<file path="src/rtl/core/rhc_pkg.sv">
// ----------------------------------------------------------------------------
// RGB to HSV converter package
// Beat types and arithmetic constants shared by the converter.
// ----------------------------------------------------------------------------
package rhc_pkg;

  // One pixel beat on the input channel.
  typedef struct packed {
    logic [7:0] red;
    logic [7:0] green;
    logic [7:0] blue;
  } pix_in_t;

  // One result beat on the output channel.
  typedef struct packed {
    logic [14:0] hue;
    logic        hue_defined;
    logic [7:0]  saturation;
    logic [7:0]  brightness;
  } pix_out_t;

  // Hue is counted in 1/64 degree: 60 degrees per sector, 360 per turn.
  localparam int unsigned HUE_SPAN   = 3840;
  localparam int unsigned HUE_TURN   = 6 * HUE_SPAN;
  localparam int unsigned HUE_OFS_G  = 2 * HUE_SPAN;
  localparam int unsigned HUE_OFS_B  = 4 * HUE_SPAN;

  // Long division: 12 quotient bits, two per stage.
  localparam int unsigned QW         = 12;
  localparam int unsigned BITS_STAGE = 2;
  localparam int unsigned DIV_STAGES = QW / BITS_STAGE;
  localparam int unsigned NW         = 20;   // numerator and remainder width

endpackage

</file>
<file path="src/rtl/core/rgb_to_hsv_converter.sv">
// ----------------------------------------------------------------------------
// RGB to HSV converter
// Pipelined conversion of one 8-bit RGB pixel per clock into hue, saturation
// and brightness, with exact integer division.
// ----------------------------------------------------------------------------
//
//  Channel   Ports                      Handshake
//  -------   ------------------------   ------------------------------------
//  input     in_pixel (red,green,blue)  beat taken when start && !busy
//  output    out_pixel (hue,hue_defined,saturation,brightness)
//                                        beat valid for one cycle on out_valid
//
// A beat may enter in every clock cycle; busy is held low, as no stage ever
// has to wait. Each result passes in order through the registered stages: one
// stage sorts the channels, one forms the two numerators, six stages of
// restoring division produce two quotient bits each, and one stage applies
// the sector offset and the wrap. Reset (synchronous, rst_n low) clears only
// the valid bits of the pipeline; data in flight is discarded. The receiver
// cannot stall, so the pipeline never holds.
//
module rgb_to_hsv_converter
  import rhc_pkg::*;
(
  input  logic     clk,
  input  logic     rst_n,
  input  logic     start,
  output logic     busy,
  input  pix_in_t  in_pixel,
  output logic     out_valid,
  output pix_out_t out_pixel
);

  typedef enum logic [1:0] {
    SEC_RED,
    SEC_GREEN,
    SEC_BLUE
  } sector_t;

  // The pipeline never stalls, so a beat is always welcome.
  assign busy = 1'b0;

  // --------------------------------------------------------------------------
  // Stage A: largest and smallest channel, sector and signed difference.
  // Ties go to red first, then green, which the order of the tests gives.
  // --------------------------------------------------------------------------
  logic [7:0]        a_hi_nxt, a_lo_nxt;
  sector_t           a_sec_nxt;
  logic signed [8:0] a_diff;
  logic              a_v_r;
  logic [7:0]        a_hi_r, a_delta_r, a_mag_r;
  sector_t           a_sec_r;
  logic              a_neg_r;

  always_comb begin
    a_hi_nxt = in_pixel.red;
    if (in_pixel.green > a_hi_nxt) a_hi_nxt = in_pixel.green;
    if (in_pixel.blue  > a_hi_nxt) a_hi_nxt = in_pixel.blue;
    a_lo_nxt = in_pixel.red;
    if (in_pixel.green < a_lo_nxt) a_lo_nxt = in_pixel.green;
    if (in_pixel.blue  < a_lo_nxt) a_lo_nxt = in_pixel.blue;

    if (in_pixel.red == a_hi_nxt) begin
      a_sec_nxt = SEC_RED;
      a_diff    = $signed({1'b0, in_pixel.green}) - $signed({1'b0, in_pixel.blue});
    end else if (in_pixel.green == a_hi_nxt) begin
      a_sec_nxt = SEC_GREEN;
      a_diff    = $signed({1'b0, in_pixel.blue}) - $signed({1'b0, in_pixel.red});
    end else begin
      a_sec_nxt = SEC_BLUE;
      a_diff    = $signed({1'b0, in_pixel.red}) - $signed({1'b0, in_pixel.green});
    end
  end

  always_ff @(posedge clk) begin
    if (!rst_n) begin
      a_v_r <= 1'b0;
    end else begin
      a_v_r <= start && !busy;
    end
    a_hi_r    <= a_hi_nxt;
    a_delta_r <= a_hi_nxt - a_lo_nxt;
    a_sec_r   <= a_sec_nxt;
    a_neg_r   <= a_diff[8];
    a_mag_r   <= a_diff[8] ? 8'(-a_diff) : a_diff[7:0];
  end

  // --------------------------------------------------------------------------
  // Division pipeline. Entry 0 is loaded by stage B with the numerators
  // 3840*|diff| and 255*delta, both formed by shifts and a subtraction.
  // Each later entry holds the remainders after two more quotient bits.
  // --------------------------------------------------------------------------
  logic             dv_v_r    [DIV_STAGES+1];
  logic [NW-1:0]    dv_hrem_r [DIV_STAGES+1];
  logic [NW-1:0]    dv_srem_r [DIV_STAGES+1];
  logic [QW-1:0]    dv_hq_r   [DIV_STAGES+1];
  logic [QW-1:0]    dv_sq_r   [DIV_STAGES+1];
  logic [7:0]       dv_hi_r   [DIV_STAGES+1];
  logic [7:0]       dv_delta_r[DIV_STAGES+1];
  sector_t          dv_sec_r  [DIV_STAGES+1];
  logic             dv_neg_r  [DIV_STAGES+1];

  // Stage B
  always_ff @(posedge clk) begin
    if (!rst_n) begin
      dv_v_r[0] <= 1'b0;
    end else begin
      dv_v_r[0] <= a_v_r;
    end
    dv_hrem_r[0]  <= (NW'(a_mag_r) << 12) - (NW'(a_mag_r) << 8);
    dv_srem_r[0]  <= (NW'(a_delta_r) << 8) - NW'(a_delta_r);
    dv_hq_r[0]    <= '0;
    dv_sq_r[0]    <= '0;
    dv_hi_r[0]    <= a_hi_r;
    dv_delta_r[0] <= a_delta_r;
    dv_sec_r[0]   <= a_sec_r;
    dv_neg_r[0]   <= a_neg_r;
  end

  for (genvar j = 0; j < DIV_STAGES; j++) begin : g_div
    logic [NW-1:0] hrem_nxt, srem_nxt;
    logic [QW-1:0] hq_nxt, sq_nxt;

    // Quotient bit k is set when the remainder still covers divisor * 2^k.
    always_comb begin
      logic [NW-1:0] htrial, strial;
      hrem_nxt = dv_hrem_r[j];
      srem_nxt = dv_srem_r[j];
      hq_nxt   = dv_hq_r[j];
      sq_nxt   = dv_sq_r[j];
      for (int b = 0; b < BITS_STAGE; b++) begin
        htrial = NW'(dv_delta_r[j]) << (QW - 1 - BITS_STAGE * j - b);
        strial = NW'(dv_hi_r[j])    << (QW - 1 - BITS_STAGE * j - b);
        if (hrem_nxt >= htrial) begin
          hrem_nxt = hrem_nxt - htrial;
          hq_nxt[QW - 1 - BITS_STAGE * j - b] = 1'b1;
        end
        if (srem_nxt >= strial) begin
          srem_nxt = srem_nxt - strial;
          sq_nxt[QW - 1 - BITS_STAGE * j - b] = 1'b1;
        end
      end
    end

    always_ff @(posedge clk) begin
      if (!rst_n) begin
        dv_v_r[j+1] <= 1'b0;
      end else begin
        dv_v_r[j+1] <= dv_v_r[j];
      end
      dv_hrem_r[j+1]  <= hrem_nxt;
      dv_srem_r[j+1]  <= srem_nxt;
      dv_hq_r[j+1]    <= hq_nxt;
      dv_sq_r[j+1]    <= sq_nxt;
      dv_hi_r[j+1]    <= dv_hi_r[j];
      dv_delta_r[j+1] <= dv_delta_r[j];
      dv_sec_r[j+1]   <= dv_sec_r[j];
      dv_neg_r[j+1]   <= dv_neg_r[j];
    end
  end

  // --------------------------------------------------------------------------
  // Final stage: sign, sector offset and wrap. Only the red sector can go
  // below zero, since the other offsets exceed one sector span. A gray pixel
  // and a black pixel have their quotients forced to zero, as the divisor
  // was zero there.
  // --------------------------------------------------------------------------
  logic [QW-1:0]      f_hq;
  logic signed [15:0] f_part, f_sum;
  pix_out_t           out_pixel_nxt;
  logic               out_valid_r;
  pix_out_t           out_pixel_r;

  always_comb begin
    f_hq   = dv_hq_r[DIV_STAGES];
    f_part = dv_neg_r[DIV_STAGES] ? -$signed({4'b0, f_hq}) : $signed({4'b0, f_hq});
    case (dv_sec_r[DIV_STAGES])
      SEC_RED:   f_sum = f_part;
      SEC_GREEN: f_sum = f_part + 16'(HUE_OFS_G);
      SEC_BLUE:  f_sum = f_part + 16'(HUE_OFS_B);
      default:   f_sum = f_part;
    endcase
    if (f_sum < 0) f_sum = f_sum + 16'(HUE_TURN);

    out_pixel_nxt.hue_defined = (dv_delta_r[DIV_STAGES] != '0);
    out_pixel_nxt.hue         = out_pixel_nxt.hue_defined ? f_sum[14:0] : '0;
    out_pixel_nxt.saturation  = (dv_hi_r[DIV_STAGES] == '0) ? '0
                                                            : dv_sq_r[DIV_STAGES][7:0];
    out_pixel_nxt.brightness  = dv_hi_r[DIV_STAGES];
  end

  always_ff @(posedge clk) begin
    if (!rst_n) begin
      out_valid_r <= 1'b0;
    end else begin
      out_valid_r <= dv_v_r[DIV_STAGES];
    end
    out_pixel_r <= out_pixel_nxt;
  end

  assign out_valid = out_valid_r;
  assign out_pixel = out_pixel_r;

  // --------------------------------------------------------------------------
  // Assertions
  // --------------------------------------------------------------------------
  a_hue_range: assert property (@(posedge clk) disable iff (!rst_n)
    out_valid |-> (out_pixel.hue < 15'(HUE_TURN)))
    else $error("hue beyond one full turn");

  a_gray_zero: assert property (@(posedge clk) disable iff (!rst_n)
    (out_valid && !out_pixel.hue_defined) |->
      (out_pixel.hue == '0 && out_pixel.saturation == '0))
    else $error("gray pixel with nonzero hue or saturation");

  a_defined_sat: assert property (@(posedge clk) disable iff (!rst_n)
    (out_valid && out_pixel.hue_defined) |-> (out_pixel.saturation != '0))
    else $error("coloured pixel with zero saturation");

  a_sat_bright: assert property (@(posedge clk) disable iff (!rst_n)
    (out_valid && out_pixel.saturation != '0) |->
      (out_pixel.brightness != '0 && out_pixel.hue_defined))
    else $error("saturation without brightness or hue");

endmodule

</file>
<file path="config.mk">
export PLATFORM = sky130hd
export DESIGN_NAME = rgb_to_hsv_converter
export DESIGN_NICKNAME = d
export VERILOG_FILES = /design/src/rtl/core/rhc_pkg.sv /design/src/rtl/core/rgb_to_hsv_converter.sv
export SDC_FILE = /design/constraint.sdc
export NUM_CORES = 1
export LEC_CHECK = 0
export BUFFER_PORTS_ARGS = -buffer_cell sky130_fd_sc_hd__buf_2
export CELL_PAD_IN_SITES_DETAIL_PLACEMENT = 0
export CELL_PAD_IN_SITES_GLOBAL_PLACEMENT = 1
export CORE_MARGIN = 1
export CORE_UTILIZATION = 35
export CTS_BUF_LIST = sky130_fd_sc_hd__clkbuf_4
export CTS_CLUSTER_SIZE = 40
export DETAILED_ROUTE_END_ITERATION = 6
export PLACE_DENSITY_LB_ADDON = 0.1
export SETUP_SLACK_MARGIN = 0.2
export SYNTH_ARGS = -nofsm -noshare
export SYNTH_HDL_FRONTEND = slang
export SYNTH_SLANG_ARGS = --single-unit
</file>
<file path="constraint.sdc">
create_clock -name clk -period 10.9 [get_ports clk]
set_input_delay 0.545 -clock clk [delete_from_list [all_inputs] [get_ports clk]]
set_output_delay 0.545 -clock clk [all_outputs]
set_load 0.01 [all_outputs]
</file>
**Yosys cells after proc, flatten, opt, wreduce, memory -nomap -nowiden**

Memories as Yosys holds them, arrays and structs flattened. A register that Yosys moved wholly into a read port is not among the register bits.
Cells that the tools add are included.

- Register bits after elaboration: 52
- Memory bits (writable): 588
- Output and inout bits: 34
- Logic and storage cells: 164
- Memories: 9

- $add $sub $neg: 35
- $lt $le $gt $ge: 29
- Eq/ne operators: 4
- Muxes and demuxes: 68
- Bitwise gates (word level): 7
- Reduce and logical (&&, ||, !) cells: 3

Memory list:

| memory | words | bits a word | read ports | clocked after memory_dff | write ports | line | RTL |
|---|---|---|---|---|---|---|---|
| dv_hrem_r | 7 | 20 | 6 | 0 | 7 | rgb_to_hsv_converter.sv:93 | `logic [NW-1:0] dv_hrem_r [DIV_STAGES+1];` |
| dv_srem_r | 7 | 20 | 6 | 0 | 7 | rgb_to_hsv_converter.sv:94 | `logic [NW-1:0] dv_srem_r [DIV_STAGES+1];` |
| dv_hq_r | 7 | 12 | 7 | 0 | 7 | rgb_to_hsv_converter.sv:95 | `logic [QW-1:0] dv_hq_r [DIV_STAGES+1];` |
| dv_sq_r | 7 | 12 | 7 | 1 | 7 | rgb_to_hsv_converter.sv:96 | `logic [QW-1:0] dv_sq_r [DIV_STAGES+1];` |
| dv_delta_r | 7 | 8 | 7 | 0 | 7 | rgb_to_hsv_converter.sv:98 | `logic [7:0] dv_delta_r[DIV_STAGES+1];` |
| dv_hi_r | 7 | 8 | 7 | 0 | 7 | rgb_to_hsv_converter.sv:97 | `logic [7:0] dv_hi_r [DIV_STAGES+1];` |
| +3 memories | - | - | - | - | - | - |  |

Operators with widths:

| operator | number |
|---|---|
| $mux W20 | 24 |
| $sub A20 B16 Y20 | 3 |
| $ge A20 B10 Y1 | 2 |
| $ge A20 B11 Y1 | 2 |
| $ge A20 B12 Y1 | 2 |
| $ge A20 B13 Y1 | 2 |
| $ge A20 B14 Y1 | 2 |
| $ge A20 B15 Y1 | 2 |
| $ge A20 B16 Y1 | 2 |
| $ge A20 B17 Y1 | 2 |
| $ge A20 B18 Y1 | 2 |
| $ge A20 B19 Y1 | 2 |
| $ge A20 B8 Y1 | 2 |
| $ge A20 B9 Y1 | 2 |
| $mux W8 | 5 |
| $sub A20 B10 Y20 | 2 |
| $sub A20 B11 Y20 | 2 |
| $sub A20 B12 Y20 | 2 |
| $sub A20 B13 Y20 | 2 |
| $sub A20 B14 Y20 | 2 |
| $sub A20 B15 Y20 | 2 |
| $sub A20 B17 Y20 | 2 |
| $sub A20 B18 Y20 | 2 |
| $sub A20 B19 Y20 | 2 |
| 26 further kinds | 72 |

**Depth between registers and ports, before layout**

Gate-level depths: netlist of the first run.

- Word-level depth: 9
- Mapped depth: 33

**Least setup slack after synthesis of the first run**

No wires, ideal clock.

- Kind: input -> register
- From: input in_pixel[10] in the netlist's numbering
- To: register a_delta_r[7]
- Library setup time: 121 ps
- Arrival: 6574 ps
- Required time: 10779 ps
- Setup slack: 4205 ps
- Cell stages on the path: 32
- Path buffers: 8
- Path through: clkinv_1 > ha_1 > a21oi_1 > a211oi_2 > or2_0 > buf_2 > clkbuf_1 > clkbuf_1 > clkbuf_1 > nor2_1 > a21oi_1 > ha_1 > a21o_1 > a21o_1 > a221o_1 > a211o_1 > buf_6 > buf_6 > buf_6 > nand2_1 > buf_1 > o21a_1 > ha_1 > nor2b_1 > o21ai_0 > nand2b_1 > a21o_1 > a21o_1 > a21o_1 > a21oi_1 > xnor2_1 > xnor2_1

- Cells in the longest elaborated chain, start to end: 5
- Elaborated cells between the ends (all ways): 9
- Classes of those cells: 1 x add/sub; 4 x order compare; 4 x mux

Ends and longest elaborated chain:

| element | line | RTL |
|---|---|---|
| start, declared | rgb_to_hsv_converter.sv:28 | `input pix_in_t in_pixel,` |
| $gt A8 B8 Y1 | rgb_to_hsv_converter.sv:56 | `if (in_pixel.green > a_hi_nxt) a_hi_nxt = in_pixel.green;` |
| $mux W8 * | rgb_to_hsv_converter.sv:56 |  |
| $gt A8 B8 Y1 | rgb_to_hsv_converter.sv:57 | `if (in_pixel.blue > a_hi_nxt) a_hi_nxt = in_pixel.blue;` |
| $mux W8 * | rgb_to_hsv_converter.sv:57 |  |
| named net a_hi_nxt[1] | rgb_to_hsv_converter.sv:46 | `logic [7:0] a_hi_nxt, a_lo_nxt;` |
| $sub A8 B8 Y8 * | rgb_to_hsv_converter.sv:81 | `a_delta_r <= a_hi_nxt - a_lo_nxt;` |
| end signal, assigned | rgb_to_hsv_converter.sv:81 |  |
| end, declared | rgb_to_hsv_converter.sv:50 | `logic [7:0] a_hi_r, a_delta_r, a_mag_r;` |

The timed path passes the listed nets; every way through them passes the cells marked *.
A chain may end at the register's enable or synchronous reset.

**Worst setup path after layout of the first run**

Same ends and word-level chain as after synthesis.

==> results.toml, run 1 <==
[run_status]
status = "completed"

[clock_network]
cts-buffers-inserted = 131
cts_root_buf = "clkbuf_4"
clock_sinks = 458
cts_tree = "yes"
worstSkewPairLatency_ns = 0.92
cts.path.max_buffers = 3
cts_resized = 0
htree_num_levels = 4
path_clk_slew_ns = 0.06

[global_routing]
grt-ovfl-total = 0
grt_pass1_vias = 20317
grt_max_degree = 28
grt_pass1_wl_um = 101200
grt_usage = 0.1685
grt_antenna_before_repair = 4

[yosys]
ys_seq_area_frac = 0.3604
ys_async_sr_fraction = 0
synth_edf_count = 0
synth-main-ff-cell = "dfxtp_1"
netlist_top_cells_count = "dfxtp_1 (458), inv_1 (263), ha_1 (247), nor2_1 (242), o21ai_0 (194)"
yosysTopAreaCell = "dfxtp_1"
synthesis.area_mm2 = 0.02544
ys_ff_latch = 458
yosys.cell_count.top_type = "dfxtp_1"
synthTopCellsByArea = "dfxtp_1 (36%), ha_1 (12%), xnor2_1 (5.0%)"
synth_cell_types = 87
yosysTopAreaCellShare = 0.3604
avgSynthCellArea_um2 = 8.803
netlist_instances = 2890
yosysWarnings = 0

[worst_setup_path]
worstSetupPathType = "input port to flip-flop"
regToRegStartpoint = "dv_delta_r[3][1]"
r2r_slack_ns = 4.55
path_max_fanout = 27
critPathCaptureType = "flip-flop"
startpoint = "in_pixel[10]"
startpoint_type = "input port"
required_ns = 11.70
cp.arrival_ns = 8.09
crit_end = "a_delta_r[7]"
r2r-end = "dv_hrem_r[4][13]"
rr_worst_depth = 23

[sta]
skew_ns = 0.05089
final-setup-viol-count = 0
slew_headroom = 0.2287
fin_setup_tns_ns = 0
rsz0062_at_grt = "false"
worst_pin_slew_ns = 1.156
holdWs_ns = 0.1568
slew_violations = 0
fmax_mhz = 137.2
period_needed_ns = 7.288
post-route-period-util = 0.6686
hold_viol_final = 0

[routing]
top_layer_used = "met4"
met2_wirelength_um = 29230
drtPass1Iterations = 5
detail_route.iter0.violations = 829
drc = 0
viasPerCell = 4.913
drt-total-wl_um = 61840
ant_nets = 0
drt-met1-wl_um = 29040
vias = 20155
met3_length_um = 2091
wire_per_inst_um = 15.08

[final_layout]
fill_cells = 7322
finalNetCount = 3345
drive_gt1_frac = 0.1128
area_growth_syn_to_layout_pct = 12.40

[job]
cap_violations = 0

[floorplanning]
num_io_pins = 61
die_w_um = 271.6
core_mm2 = 0.07173
start_util = 0.3547
die-area_mm2 = 0.07377
dieHeight_um = 271.6
fp-row-count = 98

[placed_design]
dp_hpwl_um = 49330
numPortBuffers = 59
globalplace.congestion = 0.8350

[hold_path]
hold_class = "input port to flip-flop"
how the worst min path moves through the flow:
stage	startpoint	depth (start not counted)	endpoint	slack [ns]
5_1_grt	in_pixel[1]	2	a_hi_r[1]	0.05
3_5_place_dp	dv_hq_r[2][10]	0	dv_hq_r[3][10]	0.31
4_1_cts	in_pixel[1]	2	a_hi_r[1]	0.01
2_1_floorplan	a_hi_r[0]	0	dv_hi_r[0][0]	0.31
3_3_place_gp	dv_hq_r[5][10]	0	dv_hq_r[6][10]	0.31
6_report	in_pixel[1]	2	a_hi_r[1]	0.16
critical path, stage by stage:
cell and delay (ns):
dlygate4sd3_1 0.55, buf_2 0.17, clkinv_1 0.21, ha_1 0.44
a21oi_1 0.12, a211oi_2 0.52, or2_1 0.61, buf_4 0.38
nor2_1 0.07, a21oi_1 0.23, ha_1 0.18, and4_1 0.27
nand2_1 0.14, a2111oi_4 0.32, a211o_1 0.80, nand2_1 0.53
o21a_1 0.36, ha_1 0.29, nor2b_1 0.12, o21ai_0 0.15
nand2b_1 0.11, a21o_1 0.20, a21o_1 0.19, a21o_1 0.17
a21oi_1 0.17, xnor2_1 0.15, xnor2_1 0.09
sequential cells by signal (all words and copies together), names as in the netlist:
signal	count
out_valid	1
dv_delta_r	50
dv_hq_r	42
a_mag_r	8
out_pixel	32
dv_sq_r	20
a_hi_r	8
dv_hi_r	56
a_neg_r	1
dv_srem_r	117
a_sec_r	2
dv_hrem_r	84
dv_neg_r	7
dv_sec_r	14
a_delta_r	8
dv_v_r	7
a_v_r	1
stage by stage:
step	utilization	setup WS, ns	cells	cell area, um^2
floorplan	-	4.205	2891	25440
global placement	0.3730	3.324	3854	26750
detailed placement	0.3730	3.317	3854	26750
CTS	0.3985	3.777	4098	28590
global route	0.3987	3.057	4102	28600
finish	0.3987	3.612	4102	28600
final cells by class:
class,instances,area [um^2],area share
diodes,4,10.01,0.0003500
clock buffers,181,1359,0.04752
clock inverters,52,364.1,0.01273
inverters,266,998.5,0.03492
multi-input cells,2113,15040,0.5260
flip-flops and latches,458,9169,0.3206
well taps,950,1189,0.04157
repair buffers,78,465.4,0.01628
cell usage in the layout, fill, tap and decap left out, types with 28 or more instances in the layout:
cell type,synthesis,layout
nand4_1,54,54
nor3_1,57,57
and2_1,40,40
a21oi_1,188,188
dfxtp_1,458,458
nor2b_1,50,50
clkinv_1,2,32
nand3_1,49,49
nand2_1,173,173
buf_2,6,59
nand2b_1,58,58
inv_1,263,263
xor2_1,76,76
ha_1,247,247
a21boi_0,28,28
xnor2_1,145,145
a21o_1,82,82
mux2_2,55,55
nor2_1,242,241
mux2i_1,32,32
clkbuf_4,0,181
o21ai_0,194,194
per-layer routing:
layer / vias to the layer above / track usage
met3: 110 / 0.03344
met5: - / 0
met2: 329 / 0.2869
met1: 9220 / 0.2079
met4: 0 / 0.06579
li1: 10496 / -
kinds of logic (layout without fill, tap and decap cells):
kind of cell               count (synthesis)  in the layout  share of synthesized area
AOI/OAI and AO/OA                        683            683                     0.1696
xor gates and xnor gates                 221            221                    0.07608
adders and majority gates                270            270                     0.1396
buffers and inverters                    320            577                    0.04884
DFF                                      458            458                     0.3604
muxes                                     88             88                    0.03752
other                                      1              6                  0.0001474
and+or+nand+nor                          849            849                     0.1679
timing repair:
item	CTS	global route
endpoints found under the hold margin	16	0
setup buffers	0	0
hold buffers	11	0
Power of run 1 is left out: the tool's default activity adds up to more than one toggle a clock period on the data nets, which glitch-free logic cannot reach.
==> run 2, diff against run 1 <==
clock period = 5.9 ns   (was 10.9 ns; I/O delays follow)
==> run 2 against run 1 <==
Net effect: wire length up 2.6%; count of clock-buffer cells in the layout down 5; global-route usage up 0.31 points; setup slack worse by 3.2 ns; cell count up 1.6%; die area unchanged; register-to-register slack worse by 3.9 ns; sequential share of layout area down 0.73 points; worst hold slack worse by 0.017 ns; final area up 2.3%; clock skew up 0.011 ns.
==> results.toml, run 2 (same netlist as run 1, synthesis figures left out) <==
[routing]
drc = 0
ant_nets = 0
drtPass1Iterations = 5
vias = 20511
wire_per_inst_um = 15.22
detail_route.iter0.violations = 868
viasPerCell = 4.922
drt-total-wl_um = 63430

[clock_network]
htree_num_levels = 4
cts_tree = "yes"
path_clk_slew_ns = 0.06
clock_sinks = 458
worstSkewPairLatency_ns = 0.92
cts.path.max_buffers = 3
cts-buffers-inserted = 131
cts_root_buf = "clkbuf_4"

[placed_design]
place_ws_ns = -0.04913
globalplace.congestion = 0.8719
numPortBuffers = 59
placed_cells = 3910
dp_hpwl_um = 51180

[sta]
post-route-period-util = 0.9219
slew_headroom = 0.2882
fmax_mhz = 183.9
slew_violations = 0
rsz0062_at_grt = "false"
skew_ns = 0.06192
final-setup-viol-count = 0
layout_setup_ws_ns = 0.4610
period_needed_ns = 5.439
hold_viol_final = 0
worst_pin_slew_ns = 1.064
holdWs_ns = 0.1401

[floorplanning]
die_w_um = 271.6
core_mm2 = 0.07173
fp-row-count = 98
start_util = 0.3547
num_io_pins = 61
die-area_mm2 = 0.07377
dieHeight_um = 271.6

[worst_setup_path]
startpoint_type = "input port"
required_ns = 6.66
critPathCaptureType = "flip-flop"
startpoint = "in_pixel[10]"
regToRegStartpoint = "dv_delta_r[4][1]"
cp.arrival_ns = 6.20
worstSetupPathType = "input port to flip-flop"
path_max_fanout = 27

[global_routing]
grt_max_degree = 28
grt_pass1_vias = 20588
grt_antenna_before_repair = 1
grt-ovfl-total = 0
grt_usage = 0.1715
grt_pass1_wl_um = 103000

[final_layout]
largest_reg_flops = 117
reg_top3 = "dv_srem_r (117), dv_hrem_r (84), dv_hi_r (56)"
regMostFlops = "dv_srem_r"
layout_common_cells = "dfxtp_1 (458), inv_1 (259), ha_1 (242), nor2_1 (241), a21oi_1 (184)"
drive_gt1_frac = 0.1373
finalNetCount = 3416
layoutNonFillerInstCount = 4167
final_common_cell = "dfxtp_1"
area_growth_syn_to_layout_pct = 15.02
fill_cells = 7272

[hold_path]
min_from = "in_pixel[2]"
hold_class = "input port to flip-flop"

[job]
cap_violations = 0

[run_status]
status = "completed"
[run 2: cell count changes in the layout (fill, tap and decap cells not counted), sizes merged]
| cell | previous run | this run |
|---|---|---|
| clkinv | 42 | 44 |
| dlygate4sd3 | 11 | 20 |
| clkinvlp | 4 | 8 |
| inv | 267 | 262 |
| buf | 67 | 129 |
| bufinv | 5 | 3 |
| clkbuf | 181 | 176 |
[run 2: final cells by class]
| class | instances | area [um^2] | share of cell area |
|---|---|---|---|
| Multi-Input combinational cell | 2113 | 15180 | 0.5189 |
| Timing Repair Buffer | 149 | 1062 | 0.03630 |
| Inverter | 266 | 1015 | 0.03468 |
| Sequential cell | 458 | 9169 | 0.3133 |
| Clock inverter | 51 | 311.5 | 0.01065 |
| Antenna cell | 4 | 10.01 | 0.0003421 |
| Tap cell | 950 | 1189 | 0.04062 |
| Clock buffer | 176 | 1321 | 0.04515 |
[run 2: per-stage QoR]
stage / utilization / cell area, um^2 / TNS [ns]
floorplan: - / 25600 / 0
detailed placement: 0.3809 / 27320 / -0.1384
global placement: 0.3809 / 27320 / 0
finish: 0.4079 / 29260 / 0
global route: 0.4078 / 29250 / 0
CTS: 0.4064 / 29150 / 0
[run 2: worst max-delay path, cell delays in order]
cell and delay [ns]:
dlygate4sd3_1 0.52, buf_2 0.20, clkinv_2 0.11, ha_4 0.27
a21oi_1 0.29, a211oi_4 0.10, or2_2 0.49, nor2_2 0.15
a21oi_2 0.05, ha_1 0.31, a21o_1 0.19, a21o_1 0.17
a221o_1 0.39, a211o_1 0.34, buf_12 0.18, a22o_1 0.22
nand3_1 0.10, nand4_1 0.21, or2_1 0.41, mux2_2 0.32
mux2_2 0.29, ha_1 0.20, inv_1 0.11, o21ai_0 0.12
xnor2_1 0.15
[run 2: repair_timing]
action / 4_1_cts / 5_1_grt
setup endpoints to repair: 0 / 86
buffers inserted: 0 / 6
gates resized for setup: 0 / 33
hold buffers: 20 / 0
hold endpoints to repair: 22 / 0
[run 2: path summary, 6_finish.rpt]
path	cells past startpoint	endpoint	slack (ns)
setup / recovery	25	a_mag_r[4]	0.46
hold / removal	4	a_delta_r[2]	0.14
setup reg to reg	22	dv_hrem_r[5][3]	0.60
hold reg to reg	0	dv_sec_r[1][1]	0.29
[run 2: metal layers]
layer	track usage	up-vias	share of wire
met1	0.2073	9427	0.46
met5	0	-	0
met4	0.06106	0	0.023
met2	0.3010	334	0.49
met3	0.03273	112	0.031
li1	-	10638	-
Power of run 2 is left out for the same reason.
==> run 3, diff against run 2 <==
clock period = 6.3 ns   (was 5.9 ns; I/O delays follow)
==> run 3 against run 2 <==
Net effect: non-clock buffer count down 17; utilization fell by 0.38 points; worst hold slack improved by 0.031 ns; sequential share of layout area increased by 0.29 points; via count down 0.90%; flip-flop and latch count unchanged; clock skew shrank 0.0068 ns; register-to-register slack improved by 0.10 ns; setup slack better by 0.090 ns; highest routed layer unchanged.
==> results.toml, run 3 (same netlist as run 1, synthesis figures left out) <==
[run_status]
status = "completed"

[final_layout]
reg_top3 = "dv_srem_r (117), dv_hrem_r (84), dv_hi_r (56)"
regMostFlops = "dv_srem_r"
area_growth_syn_to_layout_pct = 13.96
drive_gt1_frac = 0.1255
layout_common_cells = "dfxtp_1 (458), inv_1 (263), ha_1 (247), nor2_1 (242), o21ai_0 (189)"
finalNetCount = 3398
largest_reg_flops = 117
final_common_cell = "dfxtp_1"

[job]
cap_violations = 0

[worst_setup_path]
critPathCaptureType = "flip-flop"
regToRegStartpoint = "dv_hi_r[0][1]"
crit_path_max_incr_delay_ns = 0.85
startpoint_type = "input port"
cpMaxStageDelayCell = "nor2_1"
cp.arrival_ns = 6.50
crit_path_frequent_cell = "nand4_1"
r2r_slack_ns = 0.70
r2r-end = "dv_srem_r[1][14]"
path_max_fanout = 14
required_ns = 7.05
worstSetupPathType = "input port to flip-flop"
rr_worst_depth = 22
path_cells = "dlygate4sd3_1 -> buf_2 -> clkinv_1 -> ha_1 -> a21oi_1 -> a211oi_4 -> or2_1 -> buf_4 -> a21oi_1 -> ha_1 -> and4_1 -> nand4_1 -> a2bb2oi_1 -> nor2_1 -> buf_4 -> nand4_1 -> nand3_1 -> nand4_1 -> or2_1 -> or3b_2 -> a31oi_4 -> o21ai_0 -> xnor2_1"

[floorplanning]
core_mm2 = 0.07173
dieHeight_um = 271.6
fp-row-count = 98
die_w_um = 271.6
die-area_mm2 = 0.07377
start_util = 0.3547
num_io_pins = 61

[clock_network]
htree_num_levels = 4
cts_root_buf = "clkbuf_4"
cts-buffers-inserted = 130
clock_sinks = 458
cts_tree = "yes"
cts.path.max_buffers = 3
path_clk_slew_ns = 0.06
worstSkewPairLatency_ns = 0.92

[sta]
fmax_mhz = 174.0
fin_setup_tns_ns = 0
final-setup-viol-count = 0
slew_headroom = 0.2619
worst_pin_slew_ns = 1.103
post-route-period-util = 0.9125
hold_viol_final = 0
skew_ns = 0.05515
period_needed_ns = 5.749
slew_violations = 0
rsz0062_at_grt = "false"

[routing]
viasPerCell = 4.901
drt-total-wl_um = 63720
wire_per_inst_um = 15.36
vias = 20326
drc = 0
detail_route.iter0.violations = 806
ant_nets = 0
drtPass1Iterations = 5

[global_routing]
grt_pass1_wl_um = 104100
grt_pass1_vias = 20765
grt_max_degree = 28
grt_antenna_before_repair = 2
grt-ovfl-total = 0
grt_usage = 0.1739

[hold_path]
min_from = "in_pixel[2]"
worstHoldEndpoint = "a_delta_r[2]"
hold_class = "input port to flip-flop"
min_path_cells = 4

[placed_design]
numPortBuffers = 59
globalplace.congestion = 0.8819
dp_hpwl_um = 51370
[run 3: changes by cell type in the layout (fill, tap and decap cells not counted), sizes merged]
cell / delta
buf: -20
clkinv: -12
clkbuf: +7
inv: +6
clkinvlp: -3
dlygate4sd3: +3
diode: -1
[run 3: worst max-delay path, delay by kind of cell]
kind / cells / cell delay [ns]
AND/OR/NAND/NOR: 9 / 2.85
buffers and inverters: 5 / 1.30
AO/OA/AOI/OAI: 6 / 1.24
adder cells (fa/ha/maj): 2 / 0.65
XOR/XNOR: 1 / 0.16
[run 3: metal layers]
layer | share of wire | track usage
met5 | 0 | 0
met4 | 0.026 | 0.07466
met3 | 0.029 | 0.03043
met2 | 0.48 | 0.2981
met1 | 0.46 | 0.2128
[run 3: worst max path at each step]
stage / start / to / cells past startpoint
3_3_place_gp: in_pixel[15] / a_mag_r[4] / 24
6_report: in_pixel[10] / a_mag_r[3] / 23
2_1_floorplan: in_pixel[10] / a_delta_r[7] / 32
5_1_grt: dv_delta_r[4][1] / dv_hrem_r[5][17] / 25
3_5_place_dp: in_pixel[15] / a_mag_r[4] / 22
4_1_cts: dv_delta_r[4][1] / dv_hrem_r[5][3] / 22
[run 3: metrics by stage]
| stage | cells | hold WS, ns | setup slack (ns) | utilization | instance area (um^2) |
|---|---|---|---|---|---|
| 2_1_floorplan | 2891 | 0.3096 | 0.2287 | - | 25460 |
| 3_3_place_gp | 3893 | 0.3100 | 0.2131 | 0.3773 | 27060 |
| 3_5_place_dp | 3893 | 0.3121 | 0.1277 | 0.3773 | 27060 |
| 4_1_cts | 4141 | 0.02612 | 0.3630 | 0.4035 | 28940 |
| 5_1_grt | 4147 | 0.1359 | 0.1851 | 0.4042 | 28990 |
| 6_report | 4147 | 0.1710 | 0.5513 | 0.4042 | 28990 |
[run 3: layout make-up]
class                   count  area (um^2)
fillers                  7311        42740
clock inverters            42        274.0
flip-flops and latches    458         9169
well taps                 950         1189
multi-input cells        2113        15070
diodes                      3        7.507
inverters                 266        998.5
repair buffers            132        913.4
clock buffers             183         1374
[run 3: repair_timing]
action                                 in CTS  in global routing
hold buffers                               23                  0
endpoints found under the hold margin      22                  0
buffers inserted                            0                  3
gates resized for setup                     0                 12
setup endpoints to repair                   0                 51
Power of run 3 is left out for the same reason.
